==> config.mk <==
export PLATFORM = sky130hd
export DESIGN_NAME = word_multiset_window_match
export DESIGN_NICKNAME = d
export VERILOG_FILES = /design/src/design/wmwm_pkg.sv /design/src/design/wmwm_ctrl.sv /design/src/design/wmwm_datapath.sv /design/src/design/word_multiset_window_match.sv
export SDC_FILE = /design/constraint.sdc
export NUM_CORES = 2
export LEC_CHECK = 0
export CAP_MARGIN = 5
export CORE_MARGIN = 3
export CORE_UTILIZATION = 65
export CTS_CLUSTER_DIAMETER = 30
export CTS_CLUSTER_SIZE = 14
export DETAILED_ROUTE_END_ITERATION = 16
export DONT_BUFFER_PORTS = 1
export PLACE_DENSITY = 0.91
export SYNTH_ARGS = -nofsm -noshare
export SYNTH_HDL_FRONTEND = slang
export SYNTH_HIERARCHICAL = 1
export SYNTH_SLANG_ARGS = --single-unit
==> constraint.sdc <==
create_clock -name i_clk -period 12.8 [get_ports i_clk]
set_input_delay 0.64 -clock i_clk [delete_from_list [all_inputs] [get_ports i_clk]]
set_output_delay 0.64 -clock i_clk [all_outputs]
set_load 0.02 [all_outputs]
==> src/design/wmwm_pkg.sv <==
// shared types, codes and defaults for the word multiset window matcher
package wmwm_pkg;

    localparam int MAX_WORDS_DEF    = 16;
    localparam int MAX_WORD_LEN_DEF = 8;
    localparam int TEXT_LEN_DEF     = 65536;

    localparam int S_DATA_W = 72;
    localparam int M_DATA_W = 16;
    localparam int CMD_W    = 2;
    localparam int WLEN_W   = 4;

    typedef enum logic [CMD_W-1:0] {
        CMD_LOAD = 2'd0,
        CMD_CHAR = 2'd1,
        CMD_NEW  = 2'd2,
        CMD_NOP  = 2'd3
    } t_cmd;

    // controller to datapath
    typedef struct packed {
        logic accept;
        logic cmp;
        logic crd;
        logic cchk;
        logic hrd;
        logic pop;
        logic push;
    } t_ctl;

    // datapath to controller
    typedef struct packed {
        logic go_scan;
        logic hit;
        logic last;
        logic is_load;
        logic cnt_full;
        logic fill_nz;
        logic out_busy;
    } t_sts;

endpackage

==> src/design/wmwm_ctrl.sv <==
// sequencing state machine for the word multiset window matcher
module wmwm_ctrl (
    input  logic            i_clk,
    input  logic            i_rst_n,
    input  logic            i_s_tvalid,
    output logic            o_s_tready,
    input  wmwm_pkg::t_sts  i_sts,
    output wmwm_pkg::t_ctl  o_ctl
);

    typedef enum logic [7:0] {
        ST_IDLE = 8'b0000_0001,
        ST_RD   = 8'b0000_0010,
        ST_CMP  = 8'b0000_0100,
        ST_CRD  = 8'b0000_1000,
        ST_CCHK = 8'b0001_0000,
        ST_LOOP = 8'b0010_0000,
        ST_HRD  = 8'b0100_0000,
        ST_ORD  = 8'b1000_0000
    } t_state;

    t_state r_state;
    t_state n_state;

    always_comb begin
        n_state = r_state;
        o_ctl   = '0;
        case (r_state)
            ST_IDLE: begin
                if (i_s_tvalid) begin
                    o_ctl.accept = 1'b1;
                    if (i_sts.go_scan) n_state = ST_RD;
                end
            end
            ST_RD: begin
                n_state = ST_CMP;
            end
            ST_CMP: begin
                o_ctl.cmp = 1'b1;
                if (i_sts.hit) begin
                    n_state = i_sts.is_load ? ST_IDLE : ST_CRD;
                end else if (i_sts.last) begin
                    n_state = ST_IDLE;
                end else begin
                    n_state = ST_RD;
                end
            end
            ST_CRD: begin
                o_ctl.crd = 1'b1;
                n_state   = ST_CCHK;
            end
            ST_CCHK: begin
                o_ctl.cchk = 1'b1;
                n_state    = ST_LOOP;
            end
            ST_LOOP: begin
                if (i_sts.cnt_full && i_sts.fill_nz) begin
                    n_state = ST_HRD;
                end else if (i_sts.cnt_full) begin
                    n_state = ST_IDLE;
                end else if (!i_sts.out_busy) begin
                    o_ctl.push = 1'b1;
                    n_state    = ST_IDLE;
                end
            end
            ST_HRD: begin
                o_ctl.hrd = 1'b1;
                n_state   = ST_ORD;
            end
            ST_ORD: begin
                o_ctl.pop = 1'b1;
                n_state   = ST_LOOP;
            end
            default: begin
                n_state = ST_IDLE;
            end
        endcase
    end

    assign o_s_tready = (r_state == ST_IDLE) && i_rst_n;

    always_ff @(posedge i_clk) begin
        if (!i_rst_n) begin
            r_state <= ST_IDLE;
        end else begin
            r_state <= n_state;
        end
    end

endmodule

==> src/design/wmwm_datapath.sv <==
// dictionary, per-phase windows, text tracking and result register
module wmwm_datapath #(
    parameter int MAX_WORDS    = wmwm_pkg::MAX_WORDS_DEF,
    parameter int MAX_WORD_LEN = wmwm_pkg::MAX_WORD_LEN_DEF,
    parameter int TEXT_LEN     = wmwm_pkg::TEXT_LEN_DEF
) (
    input  logic                          i_clk,
    input  logic                          i_rst_n,
    input  wmwm_pkg::t_ctl                i_ctl,
    output wmwm_pkg::t_sts                o_sts,
    input  logic [wmwm_pkg::S_DATA_W-1:0] i_s_tdata,
    input  logic [wmwm_pkg::CMD_W-1:0]    i_s_tuser,
    input  logic                          i_cfg_we,
    input  logic [wmwm_pkg::WLEN_W-1:0]   i_cfg_wdata,
    input  logic                          i_m_tready,
    output logic                          o_m_tvalid,
    output logic [wmwm_pkg::M_DATA_W-1:0] o_m_tdata
);

    localparam int IW     = (MAX_WORDS > 1) ? $clog2(MAX_WORDS) : 1;
    localparam int CW     = $clog2(MAX_WORDS + 1);
    localparam int PW     = (MAX_WORD_LEN > 1) ? $clog2(MAX_WORD_LEN) : 1;
    localparam int CDEPTH = MAX_WORD_LEN * MAX_WORDS;
    localparam int AW     = (CDEPTH > 1) ? $clog2(CDEPTH) : 1;
    localparam int TW     = $clog2(TEXT_LEN + 1);
    localparam int SW     = (TW > 16) ? TW : 16;
    localparam int LW     = wmwm_pkg::WLEN_W;

    function automatic logic [AW-1:0] f_addr(input logic [PW-1:0] ph, input logic [IW-1:0] ix);
        return AW'(ph) * AW'(MAX_WORDS) + AW'(ix);
    endfunction

    // memories
    logic [CW+63:0] r_dict [MAX_WORDS];
    logic [CW+63:0] r_dict_q;
    logic [CW-1:0]  r_cnt_mem [CDEPTH];
    logic [CW-1:0]  r_cq;
    logic           r_cvq;
    logic [IW-1:0]  r_hist [CDEPTH];
    logic [IW-1:0]  r_hist_q;

    // control state
    logic [LW-1:0]  r_wlen;
    logic [CW-1:0]  r_used;
    logic [CW-1:0]  r_total;
    logic [63:0]    r_recent;
    logic [TW-1:0]  r_pos;
    logic [PW-1:0]  r_mod  [MAX_WORD_LEN];
    logic [IW-1:0]  r_head [MAX_WORD_LEN];
    logic [CW-1:0]  r_fill [MAX_WORD_LEN];
    logic           r_cval [CDEPTH];
    logic [PW-1:0]  r_ph;
    logic [IW-1:0]  r_i;
    logic           r_is_load;
    logic           r_ov;

    // payload
    logic [63:0]    r_key;
    logic [IW-1:0]  r_idx;
    logic [CW-1:0]  r_tgt;
    logic [CW-1:0]  r_cnt;
    logic [IW-1:0]  r_old;
    logic [15:0]    r_od;

    wmwm_pkg::t_cmd s_cmd;
    logic [63:0]    s_word;
    logic [7:0]     s_ch;
    logic [LW-1:0]  w_eff;
    logic [63:0]    w_mask;
    logic [63:0]    n_recent;
    logic [63:0]    n_cur;
    logic [TW-1:0]  n_pos;
    logic [PW-1:0]  n_mod [MAX_WORD_LEN];
    logic [PW-1:0]  n_ph;
    logic           load_ok;
    logic           char_ok;
    logic           char_scan;
    logic           hit;
    logic           last;
    logic           dict_we;
    logic [IW-1:0]  dict_wa;
    logic [CW+63:0] dict_wd;
    logic [AW-1:0]  c_raddr;
    logic           c_we;
    logic [AW-1:0]  c_waddr;
    logic [CW-1:0]  c_wdata;
    logic [CW-1:0]  oc;
    logic [CW-1:0]  cur_fill;
    logic [CW-1:0]  n_fill;
    logic [CW:0]    slot_sum;
    logic [IW-1:0]  slot;
    logic [IW-1:0]  cur_head;
    logic [IW-1:0]  n_head;
    logic [SW-1:0]  start_full;

    assign s_cmd  = wmwm_pkg::t_cmd'(i_s_tuser);
    assign s_word = i_s_tdata[63:0];
    assign s_ch   = i_s_tdata[71:64];

    always_comb begin
        if (r_wlen == '0) begin
            w_eff = LW'(1);
        end else if (r_wlen > LW'(MAX_WORD_LEN)) begin
            w_eff = LW'(MAX_WORD_LEN);
        end else begin
            w_eff = r_wlen;
        end
    end

    assign w_mask   = (w_eff >= LW'(8)) ? {64{1'b1}} : ~({64{1'b1}} << (7'(w_eff) * 7'd8));
    assign n_recent = {s_ch, r_recent[63:8]};
    assign n_cur    = n_recent >> (7'd64 - 7'(w_eff) * 7'd8);
    assign n_pos    = r_pos + TW'(1);

    always_comb begin
        for (int k = 0; k < MAX_WORD_LEN; k++) begin
            n_mod[k] = (r_mod[k] == PW'(k)) ? '0 : r_mod[k] + PW'(1);
        end
    end

    assign n_ph      = n_mod[PW'(w_eff - LW'(1))];
    assign load_ok   = (r_total < CW'(MAX_WORDS));
    assign char_ok   = (r_pos < TW'(TEXT_LEN));
    assign char_scan = char_ok && (n_pos >= TW'(w_eff)) && (r_total != '0);

    assign hit  = (r_dict_q[63:0] == r_key);
    assign last = ((CW'(r_i) + CW'(1)) >= r_used);

    assign cur_fill = r_fill[r_ph];
    assign cur_head = r_head[r_ph];
    assign n_head   = (cur_head == IW'(MAX_WORDS - 1)) ? '0 : cur_head + IW'(1);
    assign n_fill   = cur_fill + CW'(1);
    assign slot_sum = (CW + 1)'(cur_head) + (CW + 1)'(cur_fill);
    assign slot     = (slot_sum >= (CW + 1)'(MAX_WORDS)) ?
                      IW'(slot_sum - (CW + 1)'(MAX_WORDS)) : IW'(slot_sum);
    assign oc       = r_cvq ? r_cq : '0;
    assign start_full = SW'(r_pos) - SW'(w_eff) * SW'(n_fill);

    always_comb begin
        o_sts.go_scan  = 1'b0;
        case (s_cmd)
            wmwm_pkg::CMD_LOAD: o_sts.go_scan = load_ok && (r_used != '0);
            wmwm_pkg::CMD_CHAR: o_sts.go_scan = char_scan;
            default:            o_sts.go_scan = 1'b0;
        endcase
        o_sts.hit      = hit;
        o_sts.last     = last;
        o_sts.is_load  = r_is_load;
        o_sts.cnt_full = (r_cnt >= r_tgt);
        o_sts.fill_nz  = (cur_fill != '0);
        o_sts.out_busy = r_ov && !i_m_tready;
    end

    // dictionary write port
    always_comb begin
        dict_we = 1'b0;
        dict_wa = IW'(r_used);
        dict_wd = {CW'(1), r_key};
        if (i_ctl.accept && s_cmd == wmwm_pkg::CMD_LOAD && load_ok && r_used == '0) begin
            dict_we = 1'b1;
            dict_wd = {CW'(1), s_word & w_mask};
        end else if (i_ctl.cmp && r_is_load) begin
            if (hit) begin
                dict_we = 1'b1;
                dict_wa = r_i;
                dict_wd = {r_dict_q[CW+63:64] + CW'(1), r_dict_q[63:0]};
            end else if (last) begin
                dict_we = 1'b1;
            end
        end
    end

    // count write port
    always_comb begin
        c_raddr = i_ctl.hrd ? f_addr(r_ph, r_hist_q) : f_addr(r_ph, r_idx);
        c_we    = 1'b0;
        c_waddr = f_addr(r_ph, r_idx);
        c_wdata = r_cnt + CW'(1);
        if (i_ctl.pop) begin
            c_we    = (oc != '0);
            c_waddr = f_addr(r_ph, r_old);
            c_wdata = oc - CW'(1);
        end else if (i_ctl.push) begin
            c_we = 1'b1;
        end
    end

    always_ff @(posedge i_clk) begin
        r_dict_q <= r_dict[r_i];
        if (dict_we) r_dict[dict_wa] <= dict_wd;
    end

    always_ff @(posedge i_clk) begin
        r_cq <= r_cnt_mem[c_raddr];
        if (c_we) r_cnt_mem[c_waddr] <= c_wdata;
    end

    always_ff @(posedge i_clk) begin
        r_hist_q <= r_hist[f_addr(r_ph, cur_head)];
        if (i_ctl.push) r_hist[f_addr(r_ph, slot)] <= r_idx;
    end

    always_ff @(posedge i_clk) begin
        if (!i_rst_n) begin
            r_wlen    <= LW'(1);
            r_used    <= '0;
            r_total   <= '0;
            r_recent  <= '0;
            r_pos     <= '0;
            r_ph      <= '0;
            r_i       <= '0;
            r_is_load <= 1'b0;
            r_ov      <= 1'b0;
            r_cvq     <= 1'b0;
            for (int k = 0; k < MAX_WORD_LEN; k++) begin
                r_mod[k]  <= '0;
                r_head[k] <= '0;
                r_fill[k] <= '0;
            end
            for (int j = 0; j < CDEPTH; j++) r_cval[j] <= 1'b0;
        end else begin
            r_cvq <= r_cval[c_raddr];
            if (i_cfg_we) r_wlen <= i_cfg_wdata;
            if (i_ctl.push && n_fill == r_total) begin
                r_ov <= 1'b1;
            end else if (i_m_tready) begin
                r_ov <= 1'b0;
            end

            if (i_ctl.accept) begin
                r_i       <= '0;
                r_is_load <= (s_cmd == wmwm_pkg::CMD_LOAD);
                case (s_cmd)
                    wmwm_pkg::CMD_LOAD: begin
                        r_key <= s_word & w_mask;
                        if (load_ok && r_used == '0) begin
                            r_used  <= CW'(1);
                            r_total <= r_total + CW'(1);
                        end
                    end
                    wmwm_pkg::CMD_CHAR: begin
                        if (char_ok) begin
                            r_recent <= n_recent;
                            r_pos    <= n_pos;
                            r_ph     <= n_ph;
                            r_key    <= n_cur;
                            for (int k = 0; k < MAX_WORD_LEN; k++) r_mod[k] <= n_mod[k];
                        end
                    end
                    wmwm_pkg::CMD_NEW: begin
                        r_recent <= '0;
                        r_pos    <= '0;
                        r_ph     <= '0;
                        for (int k = 0; k < MAX_WORD_LEN; k++) begin
                            r_mod[k]  <= '0;
                            r_head[k] <= '0;
                            r_fill[k] <= '0;
                        end
                        for (int j = 0; j < CDEPTH; j++) r_cval[j] <= 1'b0;
                    end
                    default: begin
                    end
                endcase
            end

            if (i_ctl.cmp) begin
                if (hit) begin
                    if (r_is_load) begin
                        r_total <= r_total + CW'(1);
                    end else begin
                        r_idx <= r_i;
                        r_tgt <= r_dict_q[CW+63:64];
                    end
                end else if (last) begin
                    if (r_is_load) begin
                        r_used  <= r_used + CW'(1);
                        r_total <= r_total + CW'(1);
                    end else begin
                        // unknown word empties this phase's window
                        r_head[r_ph] <= '0;
                        r_fill[r_ph] <= '0;
                        for (int j = 0; j < CDEPTH; j++) begin
                            if (j / MAX_WORDS == int'(r_ph)) r_cval[j] <= 1'b0;
                        end
                    end
                end else begin
                    r_i <= r_i + IW'(1);
                end
            end

            if (i_ctl.cchk) r_cnt <= oc;
            if (i_ctl.hrd) r_old <= r_hist_q;

            if (i_ctl.pop) begin
                if (oc != '0) begin
                    r_cval[c_waddr] <= 1'b1;
                    if (r_old == r_idx) r_cnt <= r_cnt - CW'(1);
                end
                r_head[r_ph] <= n_head;
                r_fill[r_ph] <= cur_fill - CW'(1);
            end

            if (i_ctl.push) begin
                r_cval[c_waddr] <= 1'b1;
                r_fill[r_ph]    <= n_fill;
                if (n_fill == r_total) begin
                    r_od <= start_full[15:0];
                end
            end
        end
    end

    assign o_m_tvalid = r_ov;
    assign o_m_tdata  = r_od;

endmodule

==> src/design/word_multiset_window_match.sv <==
// top level of the word multiset window matcher
//
// Input stream (s side): tuser carries the command (load word, text character,
// new text); tdata carries the word in bits 63:0 and the character in 71:64.
// Output stream (m side): tdata carries the 16-bit start of each full match.
// The word length is written through i_cfg_we / i_cfg_wdata; the user must write
// it only while the block is idle, as the block itself does not enforce this.
// Every beat is handled one at a time. A new text or an ignored beat needs no
// scan. A load or a character scans the stored words in turn until a hit or the
// last word. A hit character then reads its window count (ST_CRD, ST_CCHK),
// drops the oldest word (ST_HRD, ST_ORD) while that count is full, and pushes.
// A match shows on the m side the cycle after the push; within a text, results
// leave in ascending order of start position.
// A synchronous active-low reset empties the dictionary, clears the text state
// and sets the word length to 1. When the receiver stalls with a result still held,
// the push waits; a new beat is still accepted while a result waits.
module word_multiset_window_match #(
    parameter int MAX_WORDS    = wmwm_pkg::MAX_WORDS_DEF,
    parameter int MAX_WORD_LEN = wmwm_pkg::MAX_WORD_LEN_DEF,
    parameter int TEXT_LEN     = wmwm_pkg::TEXT_LEN_DEF
) (
    input  logic                          i_clk,
    input  logic                          i_rst_n,
    input  logic                          i_s_tvalid,
    output logic                          o_s_tready,
    input  logic [wmwm_pkg::S_DATA_W-1:0] i_s_tdata,  // word[63:0], ch[71:64]
    input  logic [wmwm_pkg::CMD_W-1:0]    i_s_tuser,  // command[1:0]
    output logic                          o_m_tvalid,
    input  logic                          i_m_tready,
    output logic [wmwm_pkg::M_DATA_W-1:0] o_m_tdata,  // match_start[15:0]
    input  logic                          i_cfg_we,
    input  logic [wmwm_pkg::WLEN_W-1:0]   i_cfg_wdata
);

    wmwm_pkg::t_ctl ctl;
    wmwm_pkg::t_sts sts;

    wmwm_ctrl u_ctrl (
        .i_clk      (i_clk),
        .i_rst_n    (i_rst_n),
        .i_s_tvalid (i_s_tvalid),
        .o_s_tready (o_s_tready),
        .i_sts      (sts),
        .o_ctl      (ctl)
    );

    wmwm_datapath #(
        .MAX_WORDS    (MAX_WORDS),
        .MAX_WORD_LEN (MAX_WORD_LEN),
        .TEXT_LEN     (TEXT_LEN)
    ) u_datapath (
        .i_clk       (i_clk),
        .i_rst_n     (i_rst_n),
        .i_ctl       (ctl),
        .o_sts       (sts),
        .i_s_tdata   (i_s_tdata),
        .i_s_tuser   (i_s_tuser),
        .i_cfg_we    (i_cfg_we),
        .i_cfg_wdata (i_cfg_wdata),
        .i_m_tready  (i_m_tready),
        .o_m_tvalid  (o_m_tvalid),
        .o_m_tdata   (o_m_tdata)
    );

    a_push_free: assert property (@(posedge i_clk) disable iff (!i_rst_n)
        ctl.push |-> !sts.out_busy)
        else $error("push while result held");

    a_out_from_push: assert property (@(posedge i_clk) disable iff (!i_rst_n)
        $rose(o_m_tvalid) |-> $past(ctl.push))
        else $error("result without push");

    a_pop_needed: assert property (@(posedge i_clk) disable iff (!i_rst_n)
        ctl.hrd |-> (sts.cnt_full && sts.fill_nz))
        else $error("drop without full count");

    a_busy_during_work: assert property (@(posedge i_clk) disable iff (!i_rst_n)
        (ctl.cmp || ctl.pop || ctl.push) |-> !o_s_tready)
        else $error("input ready during work");

endmodule

==> results by group, run 1 <==
Clocking
  – Clock Root Buffer: clkbuf_16
  – Clock buffer depth: 4
  – CTS H-tree depth: 5
  – Setup bufs post-CTS: 0
  – Clock Sinks: about 2800
  – Cts-stage hold buffer count: slightly above 70
  – Post-cts resize count: 0
  – Total CTS buffers: roughly 440

Die
  – Initial core utilization: 65.8%
  – DIE WIDTH: around 420 um
  – Overall die height: approximately 420 um
  – IO Count: 101
  – Num rows: between 150 and 200

Run status
  – Status: did not finish
  – Last stage: global routing (5_1_grt)
  – Stop err: [ERROR GRT-0232] Routing congestion too high. Check the congestion heatmap in the GUI.

Place
  – Routability cong.: about 0.91
  – Dpl cells: ~8900
  – Post-DP HPWL: between 150000 and 200000 um
  – I/O Buffers: 0

Global route
  – GRT Total Usage: 65.2%
  – Largest net degree at the start of global routing: approximately 150
  – Initial antenna violation count: between 100 and 150
  – Overflow after GRT: 18

Synthesis
  – Mapped Nets: approximately 7000
  – Avg Inst Size Synth: about 16 um^2
  – Warnings from Yosys: 6
  – Synth Instances: 6868
  – Post-Syn Area: around 110000 um^2
metrics by stage:
stage                     cell area, um^2  hold WS (ps)  setup WS (ps)
after floorplan                    112000           406           6000
after global placement             115000           428           6560
after detailed placement           115000           437           6330
after CTS                          131000          1.57           5660
per-layer routing:
metal  track usage (%)  GRT overflow
met3              58.5             5
met4              62.3            11
met5              38.5             0
met2              77.0             1
met1              62.7             1
==> inputs of run 2 (changes only) <==
CORE_UTILIZATION = 40   (was 65)
CTS_CLUSTER_DIAMETER = unset   (was 30)
CTS_CLUSTER_SIZE = unset   (was 14)
PLACE_DENSITY = unset   (was 0.91)
PLACE_DENSITY_LB_ADDON = 0.15   (was unset)
==> results by group, run 2 <==
Clocking
  – CTS tree: done
  – Clk slew on worst S/H paths: around 60 ps
  – Post-cts resize count: 0
  – Total CTS buffers: ~300
  – CTS H-tree depth: 5
  – Clock latency on the worst-skew pair: 900 ps
  – Clock Sinks: between 2000 and 3000
  – Setup bufs post-CTS: 0
  – Clock Root Buffer: clkbuf_16
  – Clock buffer depth: 4

Place
  – Place WS: 6400 ps
  – Post-DP HPWL: 186000 um
  – Placed Area: between 100000 and 150000 um^2
  – Routability cong.: approximately 0.85
  – I/O Buffers: 0
  – Dpl cells: around 10000

Global route
  – Vias in the first global route: 62514
  – First-pass GRT wire length: 454000 um
  – Initial antenna violation count: 21
  – GRT Total Usage: between 20 and 25%
  – Overflow after GRT: 0
  – Largest net degree at the start of global routing: around 150

Run status
  – Status: complete, no violations

Die
  – Num rows: roughly 190
  – Initial core utilization: approximately 40%
  – Overall die height: 536 um
  – DIE WIDTH: 536 um
  – Die Area: ~290000 um^2
  – Core area: about 280000 um^2
  – IO Count: 101

Synthesis
  – Warnings from Yosys: 6
  – Avg Inst Size Synth: 16.4 um^2
  – Post-Syn Area: ~110000 um^2
  – Synth Instances: 6868
  – Mapped Nets: about 7000

Timing
  – Setup ws final: around 6400 ps
  – Fmax: 0.155 GHz
  – Layout Skew: a little over 60 ps
  – Max-Slew Margin vs Limit: 14.8%
  – Tcrit/Tclk final: 50.3%
  – Max-slew violation count: 0
  – # setup viols final: 0
  – Setup TNS Final: 0 ps
  – Slew @ Worst Pin: ~1300 ps
  – RSZ-0062 raised after global routing: false
  – WHS: a little under 50 ps
  – Fin. Hold Viols: 0
  – Final min period: ~6400 ps

Finish
  – Final nets: between 7000 and 8000
  – Most frequent cells in the layout: edfxtp_1 (2438), nand2_1 (837), mux4_2 (587), nor2_1 (465), dfxtp_1 (319)
  – Biggest register: u_datapath/r_dict
  – Fraction of layout cells with a size suffix above 1: between 10% and 20%
  – # fillers: roughly 24000
  – Max reg flops: roughly 1100
  – Area grow syn2layout: 13.1%
  – Top flop regs: u_datapath/r_dict x1104, u_datapath/r_cnt_mem x640, u_datapath/r_hist x512
  – Final cell count without fillers: about 11000
  – Final Cell Area: about 130000 um^2
  – Final core occ: between 40 and 50%
  – Most common cell after layout, fill and taps aside: edfxtp_1

Detailed routing
  – Routed WL per cell: 28.8 um
  – Routed WL: about 310000 um
  – DR vias: between 60000 and 70000
  – Routed Antenna Nets: 0
  – DRT Pass-1 Iters: 5
  – DRC violations left: 0
  – Vias/cell: 5.70
  – 1st-iter DRT viols: ~6300

Power and ir drop
  – Comb pwr share: approximately 6.2%
  – Total power: between 15 and 20 mW
  – Internal power: 15.3 mW
  – Net Switching: 4.55 mW
  – Seq pwr share: between 50% and 60%
  – VDD IR max: 120 uV
  – Pwr Density: ~160 nW/um^2
  – Leakage: about 40 nW
  – Clock network power share: a little over two fifths
  – Net Sw Frac: a little under a quarter

Critical path
  – Crit-path max FO: 20
  – CP arrival: between 7000 and 8000 ps
  – R2r endpoint: u_datapath/o_m_tdata[12]$_DFFE_PP_
  – Reg2reg setup slack: ~6400 ps
  – R2R depth: 20
  – Worst Setup End Kind: flop
  – Critical Path RT: 13380 ps
  – Kind of critical path: reg2reg
  – Worst Setup Start Kind: flop

Job
  – Max-cap violations: 0

Min path
  – Hold path cells: 2
  – Hold path endpoint: u_datapath/r_wlen[0]$_SDFFE_PN1P_
  – Hold path start: i_cfg_we
  – Tightest Hold Check Type: in2reg
[run 2: area by class of cell]
cell class                 count  area, um^2  area share [%]
antenna                       19        47.5          0.0374
clock buffer                 403        8290            6.53
clock inverter               150        1440            1.13
inverter                      88         338           0.266
multi-input combinational   3592       30800            24.2
sequential                  2764       79800            62.8
tap                         3705        4640            3.65
timing repair buffer         205        1770            1.39
[run 2: worst max-delay path, stage by stage, from the launching register on]
cell and delay (ps):
dfxtp_1 310, buf_4 370, mux4_2 580, mux2i_1 470
inv_1 180, ha_1 300, xnor2_1 330, nand2_1 140
fa_1 470, fa_1 520, inv_1 50, fa_1 480
inv_1 50, ha_1 310, a21boi_0 230, o21ai_0 150
a21boi_0 260, o21ai_0 150, a21boi_0 470, o21a_1 230
o22ai_1 110
[run 2: timing repair]
item / in CTS / in global routing
hold buffers: 64 / 0
setup endpoints to repair: 0 / 0
endpoints found under the hold margin: 77 / 0
[run 2: power groups by stage]
stage	logic (mW)	registers, mW	clock network [mW]
6_report	1.24	10.0	8.58
5_1_grt	1.34	10.0	9.13
4_1_cts	1.25	10.0	8.77
3_5_place_dp	1.22	10.2	0
3_3_place_gp	1.21	10.2	0
2_1_floorplan	0.753	10.2	0
[run 2: worst max-delay path by stage]
stage,depth (start not counted),startpoint,to,slack [ps]
detailed placement,12,u_datapath/r_i[0]$_SDFF_PN0_,u_datapath/r_dict[4][44]$_DFFE_PP_,6400
global placement,12,u_datapath/r_i[0]$_SDFF_PN0_,u_datapath/r_dict[4][58]$_DFFE_PP_,6430
global route,20,flop,u_datapath/o_m_tdata[12]$_DFFE_PP_,5880
finish,20,flop,u_datapath/o_m_tdata[12]$_DFFE_PP_,6370
CTS,12,u_datapath/r_i[0]$_SDFF_PN0_,u_datapath/r_dict[4][33]$_DFFE_PP_,6370
floorplan,6,u_ctrl/r_state[2]$_SDFFE_PN0P_,u_datapath/r_key[0]$_DFFE_PP_,6000
[run 2: per-layer routing]
layer	vias to the layer above	GRT usage [%]	part of all wire, %
li1	26942	-	-
met1	32800	29.4	42
met2	2040	35.5	49
met3	474	3.70	6.4
met4	10	6.52	3.0
met5	-	0	0.023
Note: power is estimated with default switching activity, not from simulation.
